### src/sv/mawp_pkg.sv
// types, constants and pulse mapping shared by the waypoint player
package mawp_pkg;

    typedef enum logic [1:0] {
        OP_LOAD    = 2'd0,
        OP_TICK    = 2'd1,
        OP_RESTART = 2'd2
    } t_mawp_op;

    localparam logic [7:0]  ANGLE_MAX   = 8'd180;
    localparam logic [7:0]  ANGLE_HOME  = 8'd90;
    localparam logic [9:0]  PULSE_MIN   = 10'd115;
    localparam logic [9:0]  PULSE_MAX   = 10'd530;
    // floor(v * 415 / 180) as a reciprocal multiply, exact for v up to 180
    localparam logic [28:0] PULSE_MUL   = 29'd1208812;
    localparam int          PULSE_SHIFT = 19;

    typedef struct packed {
        logic [1:0] op;
        logic [4:0] load_index;
        logic [7:0] target_0;
        logic [7:0] target_1;
        logic [7:0] target_2;
        logic [7:0] target_3;
        logic [7:0] pump_level;
        logic [7:0] valve_level;
    } t_mawp_in;

    typedef struct packed {
        logic [9:0] pulse_0;
        logic [9:0] pulse_1;
        logic [9:0] pulse_2;
        logic [9:0] pulse_3;
        logic [9:0] pulse_pump;
        logic [9:0] pulse_valve;
        logic [5:0] step_index;
        logic       sequence_done;
        logic       waypoint_reached;
    } t_mawp_out;

    typedef struct packed {
        logic [3:0][7:0] axis;
        logic [7:0]      pump;
        logic [7:0]      valve;
    } t_mawp_entry;

    function automatic logic [7:0] sat180(input logic [7:0] v);
        return (v > ANGLE_MAX) ? ANGLE_MAX : v;
    endfunction

    function automatic logic [7:0] invert(input logic [7:0] v);
        return ANGLE_MAX - sat180(v);
    endfunction

    function automatic logic [9:0] pulse_of(input logic [7:0] v);
        logic [28:0] prod;
        prod = 29'(sat180(v)) * PULSE_MUL;
        return PULSE_MIN + 10'(prod >> PULSE_SHIFT);
    endfunction

endpackage

### src/sv/mawp_table.sv
// waypoint table memory with registered read and write-to-read forwarding
module mawp_table #(
    parameter int DEPTH = 32,
    parameter int AW    = 5
) (
    input  logic                     i_clk,
    input  logic                     i_we,
    input  logic [AW-1:0]            i_waddr,
    input  mawp_pkg::t_mawp_entry    i_wdata,
    input  logic [AW-1:0]            i_raddr,
    output mawp_pkg::t_mawp_entry    o_rdata
);
    import mawp_pkg::*;

    t_mawp_entry r_mem [DEPTH];
    t_mawp_entry r_rd;
    t_mawp_entry r_fwd_data;
    logic        r_fwd;

    always_ff @(posedge i_clk) begin
        if (i_we) begin
            r_mem[i_waddr] <= i_wdata;
        end
        r_rd       <= r_mem[i_raddr];
        r_fwd      <= i_we && (i_waddr == i_raddr);
        r_fwd_data <= i_wdata;
    end

    assign o_rdata = r_fwd ? r_fwd_data : r_rd;

endmodule

### src/sv/multi_axis_waypoint_player_core.sv
// waypoint player top level: state update, result stage and output register
// result: the accepted transaction passes the result stage, then the output register
// throughput: one transaction per clock unless the output stalls; the table entry
// at the play index is read ahead from the synchronous memory, with load forwarding
// reset: synchronous, active low; angles home to 90, levels 0, arrived flags
// set, play index 0, step count 0; table contents undefined until loaded
module multi_axis_waypoint_player_core #(
    parameter int TABLE_DEPTH = 32
) (
    input  logic                 i_clk,
    input  logic                 i_rst_n,
    input  logic                 i_cfg_we,
    input  logic [5:0]           i_cfg_wdata,
    input  logic                 i_in_valid,
    output logic                 o_in_stall,
    input  mawp_pkg::t_mawp_in   i_in_data,
    output logic                 o_out_valid,
    input  logic                 i_out_stall,
    output mawp_pkg::t_mawp_out  o_out_data
);
    import mawp_pkg::*;

    localparam int AW   = (TABLE_DEPTH > 1) ? $clog2(TABLE_DEPTH) : 1;
    localparam int CW_A = $clog2(TABLE_DEPTH + 1);
    localparam int CW   = (CW_A > 6) ? CW_A : 6;
    localparam logic [CW-1:0] DEPTH_C = CW'(TABLE_DEPTH);

    logic [3:0][7:0] r_angle, n_angle;
    logic [3:0]      r_arrived, n_arrived;
    logic [7:0]      r_pump, n_pump;
    logic [7:0]      r_valve, n_valve;
    logic [5:0]      r_play, n_play;
    logic [5:0]      r_step_count;
    logic            r_s1_valid;
    logic            r_s1_reached;
    logic            n_reached;
    logic            r_out_valid;
    t_mawp_out       r_out_data;
    t_mawp_out       n_out_data;

    logic            accept;
    logic            s1_adv;
    logic            active;
    logic            load_ok;
    logic [CW-1:0]   play_ext;
    logic [CW-1:0]   n_play_ext;
    logic [CW-1:0]   load_ext;
    logic [AW-1:0]   raddr;
    logic [AW-1:0]   waddr;
    logic            we;
    t_mawp_entry     wdata;
    t_mawp_entry     entry;

    assign o_in_stall = r_s1_valid && r_out_valid && i_out_stall;
    assign accept     = i_in_valid && !o_in_stall;
    assign s1_adv     = r_s1_valid && !(r_out_valid && i_out_stall);

    assign play_ext = CW'(r_play);
    assign active   = (play_ext < CW'(r_step_count)) && (play_ext < DEPTH_C);
    assign load_ext = CW'(i_in_data.load_index);
    assign load_ok  = load_ext < DEPTH_C;
    assign waddr    = load_ext[AW-1:0];
    assign we       = accept && (i_in_data.op == OP_LOAD) && load_ok;

    assign wdata.axis[0] = sat180(i_in_data.target_0);
    assign wdata.axis[1] = sat180(i_in_data.target_1);
    assign wdata.axis[2] = sat180(i_in_data.target_2);
    assign wdata.axis[3] = sat180(i_in_data.target_3);
    assign wdata.pump    = sat180(i_in_data.pump_level);
    assign wdata.valve   = sat180(i_in_data.valve_level);

    assign n_play_ext = CW'(n_play);
    assign raddr      = n_play_ext[AW-1:0];

    mawp_table #(
        .DEPTH (TABLE_DEPTH),
        .AW    (AW)
    ) u_table (
        .i_clk   (i_clk),
        .i_we    (we),
        .i_waddr (waddr),
        .i_wdata (wdata),
        .i_raddr (raddr),
        .o_rdata (entry)
    );

    always_comb begin
        n_angle   = r_angle;
        n_arrived = r_arrived;
        n_pump    = r_pump;
        n_valve   = r_valve;
        n_play    = r_play;
        n_reached = 1'b0;
        if (accept) begin
            case (i_in_data.op)
                OP_TICK: begin
                    if (active) begin
                        for (int k = 0; k < 4; k++) begin
                            if (r_angle[k] > entry.axis[k]) begin
                                n_angle[k]   = r_angle[k] - 8'd1;
                                n_arrived[k] = 1'b0;
                            end else if (r_angle[k] < entry.axis[k]) begin
                                n_angle[k]   = r_angle[k] + 8'd1;
                                n_arrived[k] = 1'b0;
                            end else begin
                                n_arrived[k] = 1'b1;
                            end
                        end
                        n_pump  = entry.pump;
                        n_valve = entry.valve;
                        if (&n_arrived) begin
                            n_arrived = '0;
                            n_play    = r_play + 6'd1;
                            n_reached = 1'b1;
                        end
                    end
                end
                OP_RESTART: begin
                    n_play = '0;
                end
                default: begin
                end
            endcase
        end
    end

    // result from the state as left by the item in the result stage
    always_comb begin
        n_out_data.pulse_0          = pulse_of(r_angle[0]);
        n_out_data.pulse_1          = pulse_of(r_angle[1]);
        n_out_data.pulse_2          = pulse_of(invert(r_angle[2]));
        n_out_data.pulse_3          = pulse_of(invert(r_angle[3]));
        n_out_data.pulse_pump       = pulse_of(r_pump);
        n_out_data.pulse_valve      = pulse_of(r_valve);
        n_out_data.step_index       = r_play;
        n_out_data.sequence_done    = !active;
        n_out_data.waypoint_reached = r_s1_reached;
    end

    always_ff @(posedge i_clk) begin
        if (!i_rst_n) begin
            r_angle      <= {4{ANGLE_HOME}};
            r_arrived    <= '1;
            r_pump       <= '0;
            r_valve      <= '0;
            r_play       <= '0;
            r_step_count <= '0;
            r_s1_valid   <= 1'b0;
            r_out_valid  <= 1'b0;
        end else begin
            r_angle   <= n_angle;
            r_arrived <= n_arrived;
            r_pump    <= n_pump;
            r_valve   <= n_valve;
            r_play    <= n_play;
            if (i_cfg_we) begin
                r_step_count <= i_cfg_wdata;
            end
            if (accept) begin
                r_s1_valid <= 1'b1;
            end else if (s1_adv) begin
                r_s1_valid <= 1'b0;
            end
            if (s1_adv) begin
                r_out_valid <= 1'b1;
            end else if (!i_out_stall) begin
                r_out_valid <= 1'b0;
            end
        end
    end

    always_ff @(posedge i_clk) begin
        if (accept) begin
            r_s1_reached <= n_reached;
        end
        if (s1_adv) begin
            r_out_data <= n_out_data;
        end
    end

    assign o_out_valid = r_out_valid;
    assign o_out_data  = r_out_data;

    a_reached_clears_flags : assert property (@(posedge i_clk) disable iff (!i_rst_n)
        r_s1_valid && r_s1_reached |-> r_arrived == '0)
        else $error("arrived flags not cleared after waypoint reached");

    a_reached_index : assert property (@(posedge i_clk) disable iff (!i_rst_n)
        o_out_valid && o_out_data.waypoint_reached |-> o_out_data.step_index != '0)
        else $error("waypoint reached with index zero");

    a_stage_moves : assert property (@(posedge i_clk) disable iff (!i_rst_n)
        r_s1_valid && !(r_out_valid && i_out_stall) |=> o_out_valid)
        else $error("result stage did not reach output register");

    a_pulse_range : assert property (@(posedge i_clk) disable iff (!i_rst_n)
        o_out_valid |-> (o_out_data.pulse_0 >= PULSE_MIN && o_out_data.pulse_0 <= PULSE_MAX
            && o_out_data.pulse_pump >= PULSE_MIN && o_out_data.pulse_pump <= PULSE_MAX))
        else $error("pulse width out of range");

endmodule
### config.mk
export PLATFORM = sky130hd
export DESIGN_NAME = multi_axis_waypoint_player_core
export DESIGN_NICKNAME = d
export VERILOG_FILES = /design/src/sv/mawp_pkg.sv /design/src/sv/mawp_table.sv /design/src/sv/multi_axis_waypoint_player_core.sv
export SDC_FILE = /design/constraint.sdc
export NUM_CORES = 2
export LEC_CHECK = 0
export BUFFER_PORTS_ARGS = -buffer_cell sky130_fd_sc_hd__buf_2
export CORE_MARGIN = 3
export CORE_UTILIZATION = 61
export DETAILED_ROUTE_END_ITERATION = 10
export PLACE_DENSITY = 0.86
export SKIP_CTS_REPAIR_TIMING = 1
export SKIP_LAST_GASP = 1
export SLEW_MARGIN = 20
export SYNTH_ARGS = -nofsm -noshare
export SYNTH_HDL_FRONTEND = slang
export SYNTH_SLANG_ARGS = --single-unit
### constraint.sdc
create_clock -name i_clk -period 14.75 [get_ports i_clk]
set_input_delay 0 -clock i_clk [delete_from_list [all_inputs] [get_ports i_clk]]
set_output_delay 0 -clock i_clk [all_outputs]
set_load 0.02 [all_outputs]
* Word-level counts from Yosys, hierarchy flattened *
Memory sizes are Yosys's and may differ from the RTL's. A register that Yosys moved wholly into a read port is not among the register bits.
Index checks and enable logic that the tools add are counted.

word-level totals
  RAM bits = 1536
  bits of input ports = 66
  memories = 1
  word-level logic and storage cells = 164
  register bits = 180

memories
  name           words  width  read ports  clocked after memory_dff  wr ports  RTL line          source
  u_table.r_mem  32     48     1           1                         1         mawp_table.sv:15  t_mawp_entry r_mem [DEPTH];

operators by class
  $add $sub $neg = 17
  $lt $le $gt $ge = 25
  multiplexer cells = 54
  reduce and logical (&&, ||, !) cells = 27
  $mul = 6
  equal/unequal tests = 6

operators by type and width
  operator                                                               number
  8-bit 2-to-1 mux                                                       22
  8-bit by 19-bit multiplier with 27-bit output (second input constant)  6
  8-bit greater-than comparator (second input constant)                  14
  7-bit by 10-bit adder with 10-bit output (first input constant)        6
  48-bit 2-to-1 mux                                                      1
  8-bit by 1-bit adder with 8-bit output (second input constant)         4
  8-bit greater-than comparator                                          4
  8-bit < comparator                                                     4
  8-bit by 1-bit subtractor with 8-bit output (second input constant)    4
  1-bit 2-to-1 mux                                                       27
  4-bit AND reduction                                                    6
  8-bit subtractor (first input constant)                                2
  6-bit 2-to-1 mux                                                       2
  6-bit case mux with 2 select lines                                     1
  2-bit nonzero test                                                     6
  1-bit logical AND                                                      9
  6-bit by 1-bit adder with 6-bit output (second input constant)         1
  5-bit by 6-bit < comparator with 1-bit output (second input constant)  1
  6-bit < comparator                                                     1
  6-bit < comparator (second input constant)                             1
  5-bit == test                                                          1
  5-bit 2-to-1 mux                                                       1
  2-bit != test (second input constant)                                  2
  1-bit zero test                                                        3
  6 further kinds                                                        6

* Depth between registers and ports, before layout *
  depth in word-level cells = 14
  mapped depth = 35

* By module *
Synthesis repeated with hierarchy kept, for this count alone.

unflattened totals
  cell total of the unflattened synthesis = 5895
  area, all modules = 84438.5 um^2

by module, submodules not included
  module                           instances  cells an instance  area an instance (um^2)
  mawp_table                       1          3476               62293.5
  multi_axis_waypoint_player_core  1          2419               22145.0

* Worst setup path after synthesis *
Ideal clock, no wire load.

  path kind = register -> register
  from = register r_angle[19] (netlist name)
  to = register r_out_data, in the netlist o_out_data[47], data pin
  setup time = 272 ps
  arrival = 7562 ps
  cell stages (with the launch flop) = 30
  clock period less this slack = 7834 ps
  data required time = 14478 ps
  slack = 6916 ps
  path through = dfxtp_1 > clkbuf_1 > o21a_1 > a21o_1 > nand2_1 > nand2_1 > ha_1 > nor2b_1 > or4_1 > o211ai_1 > nand3_1 > a21oi_1 > nor3_1 > fa_1 > inv_1 > fa_1 > fa_1 > fa_1 > inv_1 > ha_1 > a211o_1 > o211ai_1 > a31o_2 > nand4b_1 > a31oi_1 > nand4b_1 > o211ai_1 > nor3b_2 > nor4_1 > or4b_1

RTL lines
  what                    RTL line                                source
  from (decl)             multi_axis_waypoint_player_core.sv:28   logic [3:0][7:0] r_angle, n_angle;
  from (signal assigned)  multi_axis_waypoint_player_core.sv:142  r_angle <= {4{ANGLE_HOME}};
  from (signal assigned)  multi_axis_waypoint_player_core.sv:151  r_angle <= n_angle;
  to (signal assigned)    multi_axis_waypoint_player_core.sv:177  r_out_data <= n_out_data;
  to (decl)               multi_axis_waypoint_player_core.sv:38   t_mawp_out r_out_data;

==> flow_summary_export.csv <==
group,metric,value,unit
outcome,run_status,"complete, but fails checks",
outcome,violated_checks,"hold timing",
power_and_ir_drop,ir_drop,0.131,mV
sta,grt_setup_unrepaired,"no",
sta,finalSetupTns,0,ns
synthesis,area_of_the_mapped_netlist,83100,sq um
route,drt_wl_total,220,mm
sta,worst-slew-pin-transition,1.25,ns
finish,area_of_the_multi_input_gates,29200,sq um
worst_setup_path,timing.critical_path.slowest_stage_cell,"sky130_fd_sc_hd__fa_1",
sta,fin_crit_sh,60.4,%
floorplan,fp.coreArea,134000,sq um
worst_setup_path,r2r_end,"o_out_data[47]",
synthesis,register_bit_count_reported_by_yosys,1764,
sta,finClkSkew,0.0275,ns
route,wl_met1,74.6,mm
synthesis,synth_cell_type_count,86,
finish,drive_above_1_share,10.7,%
cts,clk_root_buffer_cell,"sky130_fd_sc_hd__clkbuf_16",
floorplan,die_outline_area,141000,sq um
worst_setup_path,crit_path_end_kind,"flip-flop",
worst_setup_path,critical_path_s_most_frequent_cell,"sky130_fd_sc_hd__fa_1",
synthesis,syn-mean-instance-area,13.5,sq um
cts,cts.clk_slew.worst_paths,0.06,ns
cts,tritoncts,"done",
finish,num-fill-cells,8136,
place,post-dp-hpwl,120,mm
finish,finalNetCount,6985,
floorplan,io_pins,136,
worst_setup_path,startpoint,"r_angle[18]",
global_route,first_global_vias,54900,
synthesis,synth.top_cells.by_area,"sky130_fd_sc_hd__edfxtp_1 (58%), sky130_fd_sc_hd__ha_1 (7.1%), sky130_fd_sc_hd__fa_1 (4.7%)",
sta,slew_violations,0,
route,routed-via-count,54900,
synthesis,ys_dominant_reg_cell,"sky130_fd_sc_hd__edfxtp_1",
worst_setup_path,worst_setup_path_endpoint,"o_out_data[47]",
global_route,antenna_found_initial,7,
worst_setup_path,critical_path_maximum_fanout,9,
route,post_drt_wl_per_cell,27.0,um
worst_setup_path,worst_ep_required_time,15.28,ns
floorplan,fp.dieH,375,um
place,place.gp.congestion,0.875,
worst_setup_path,reg2reg_setup_slack,5.85,ns
worst_setup_path,critical-path-top-delay-family,"compound AO/OA/AOI/OAI gates",
sta,setup_violations,0,
route,detail_route.vias_per_cell,6.72,
synthesis,yosys-top-cells-count,"sky130_fd_sc_hd__edfxtp_1 (1605), sky130_fd_sc_hd__nand2_1 (832), sky130_fd_sc_hd__a21oi_1 (591), sky130_fd_sc_hd__ha_1 (469), sky130_fd_sc_hd__inv_1 (394)",
worst_setup_path,timing.critical_path.arrival,9.43,ns
global_route,globalRoute.totalOverflow,0,
route,postRouteAntennaNets,0,
synthesis,synth_largest_area_cell,"sky130_fd_sc_hd__edfxtp_1",
floorplan,placement_row_count,134,
finish,design_area,91800,sq um
route,routed-wl-met2,106,mm
place,numPortBuffers,135,
sta,final_critical_path_setup_slack,5.85,ns
cts,clock_latency,0.81,ns
floorplan,initial_core_util,61.9,%
worst_setup_path,setup.worst_path.class,"reg2reg",
power_and_ir_drop,power_per_cell_area,140,nW/um^2
synthesis,postSynth.asyncResetShare,0,%
place,detailed_place.area,85500,sq um
power_and_ir_drop,leakagePower,33.1,nW
job,max_cap_violations,0,
synthesis,synth_enable_flop_cells,1605,
worst_setup_path,number_of_buffers_and_inverters_on_the_critical_path,2,
worst_setup_path,critical-path-max-stage-delay,0.61,ns
route,highest_routed_layer,"met5",
cts,cts_max_level,4,
finish,utilization,68.4,%
synthesis,synth.most_common_cell,"sky130_fd_sc_hd__edfxtp_1",
sta,worst_slew_margin_rel,16.7,%
synthesis,ys_warn_count,0,
sta,finalWorstPathRequiredPeriod,8.90,ns
cts,cts-root-to-sink-buffers,3,
sta,max_clock_freq,112,MHz
min_path,hp-class,"in2reg",
place,dp_slack,6.02,ns
sta,hold_violation_count_in_the_final_report,2,
route,post-route-drc-count,0,
finish,area_growth,10.5,%
synthesis,post_synth_inst_count,6143,
global_route,grt_first_pass_wirelength,327,mm
route,met3WireLength,27.7,mm
global_route,grt_usage,30.7,%
worst_setup_path,crit_cells,29,
worst_setup_path,cp-start-kind,"flip-flop",
worst_setup_path,regToRegStartpoint,"r_angle[18]",
finish,area.sequential,51400,sq um
floorplan,die_width,375,um
route,detailedRoute.firstPassIterationCount,8,
cts,cts_made_buffers,166,
route,dr.first_iter.drc_count,8054,
worst_setup_path,reg2regPathDepth,29,
global_route,pin_count_of_the_biggest_net_entering_global_routing,210,
synthesis,synth_largest_type_area_fraction,58.0,%
sta,final.hold.worst_slack,-0.0170,ns
synthesis,synth.yosys.seq_area_share,61.8,%
cts,clock_sink_count,1764,
how the worst min path moves through the flow:
stage,startpoint,end,slack [ns],cells past startpoint
2_1_floorplan,i_in_valid,r_s1_valid,0.12,1
3_3_place_gp,i_in_valid,r_s1_valid,0.28,2
3_5_place_dp,i_in_valid,r_s1_valid,0.29,2
4_1_cts,i_in_valid,r_s1_valid,-0.55,2
5_1_grt,i_in_data[26],u_table.r_fwd_data[34],0.001,2
6_report,i_in_data[44],u_table.r_fwd_data[20],-0.02,2
routing by layer:
| metal | track usage [%] | vias to the layer above |
|---|---|---|
| met5 | 0 | - |
| met4 | 15.5 | 8 |
| met3 | 8.79 | 965 |
| met2 | 49.8 | 4296 |
| met1 | 38.0 | 26500 |
| li1 | - | 23100 |
logic make-up (layout without fill, tap and decap cells):
family	after synthesis	after routing	share of synthesized area, %
AND/OR/NAND/NOR	1303	1303	7.14
multiplexers	169	169	3.49
AO/OA/AOI/OAI	1393	1393	10.9
flip-flops	1764	1764	61.8
adder cells (fa/ha/maj)	665	665	11.8
buffers and inverters	726	977	3.56
other	2	8	0.00904
XOR/XNOR	121	121	1.28
sequential cells by signal (all words and copies together) (netlist names):
register and count:
r_step_count 6, r_s1_reached 1, r_pump 8, o_out_valid 1
u_table.r_fwd_data 48, o_out_data 68, u_table.r_mem 1536, u_table.r_fwd 1
r_s1_valid 1, u_table.r_rd 48, play_ext 6, r_angle 32
r_valve 8
stage by stage:
stage	std cells	hold WS, ns	total power [mW]
floorplan	6147	0.124	7.93
global placement	7782	0.281	8.44
detailed placement	7786	0.293	8.57
CTS	8098	-0.551	12.8
global route	8166	0.000989	13.4
finish	8168	-0.0170	12.8
power by group:
| part | leakage, nW | switching [mW] | internal [mW] |
|---|---|---|---|
| combinational | 14.8 | 1.63 | 1.18 |
| sequential | 15.6 | 0.0354 | 5.66 |
| clock | 2.66 | 1.91 | 2.41 |
| total | 33.1 | 3.57 | 9.24 |
final cells by class:
type | instances | share of cell area (%)
inverter | 394 | 1.61
antenna | 2 | 0.00545
timing repair buffer | 271 | 2.22
sequential | 1764 | 56.0
tap | 1768 | 2.41
clock buffer | 223 | 4.98
multi-input combinational | 3657 | 31.8
clock inverter | 89 | 0.988
placed cells by master (no fill, tap or decap), drive strengths merged, types with 24 or more instances in the layout:
cell,instances
edfxtp,1605
nand2,832
a21oi,591
ha,469
inv,401
clkbuf,223
buf,210
fa,196
dfxtp,159
o22ai,146
a22o,144
nor2,110
a22oi,99
mux4,96
a32oi,96
xnor2,92
o21ai,77
mux2i,69
clkinv,65
dlygate4sd3,61
nor4,60
nand2b,43
nor2b,42
and2,40
nand3,38
nor3,36
a21o,35
xor2,29
o211ai,24
(Power assumes the default switching activity.)
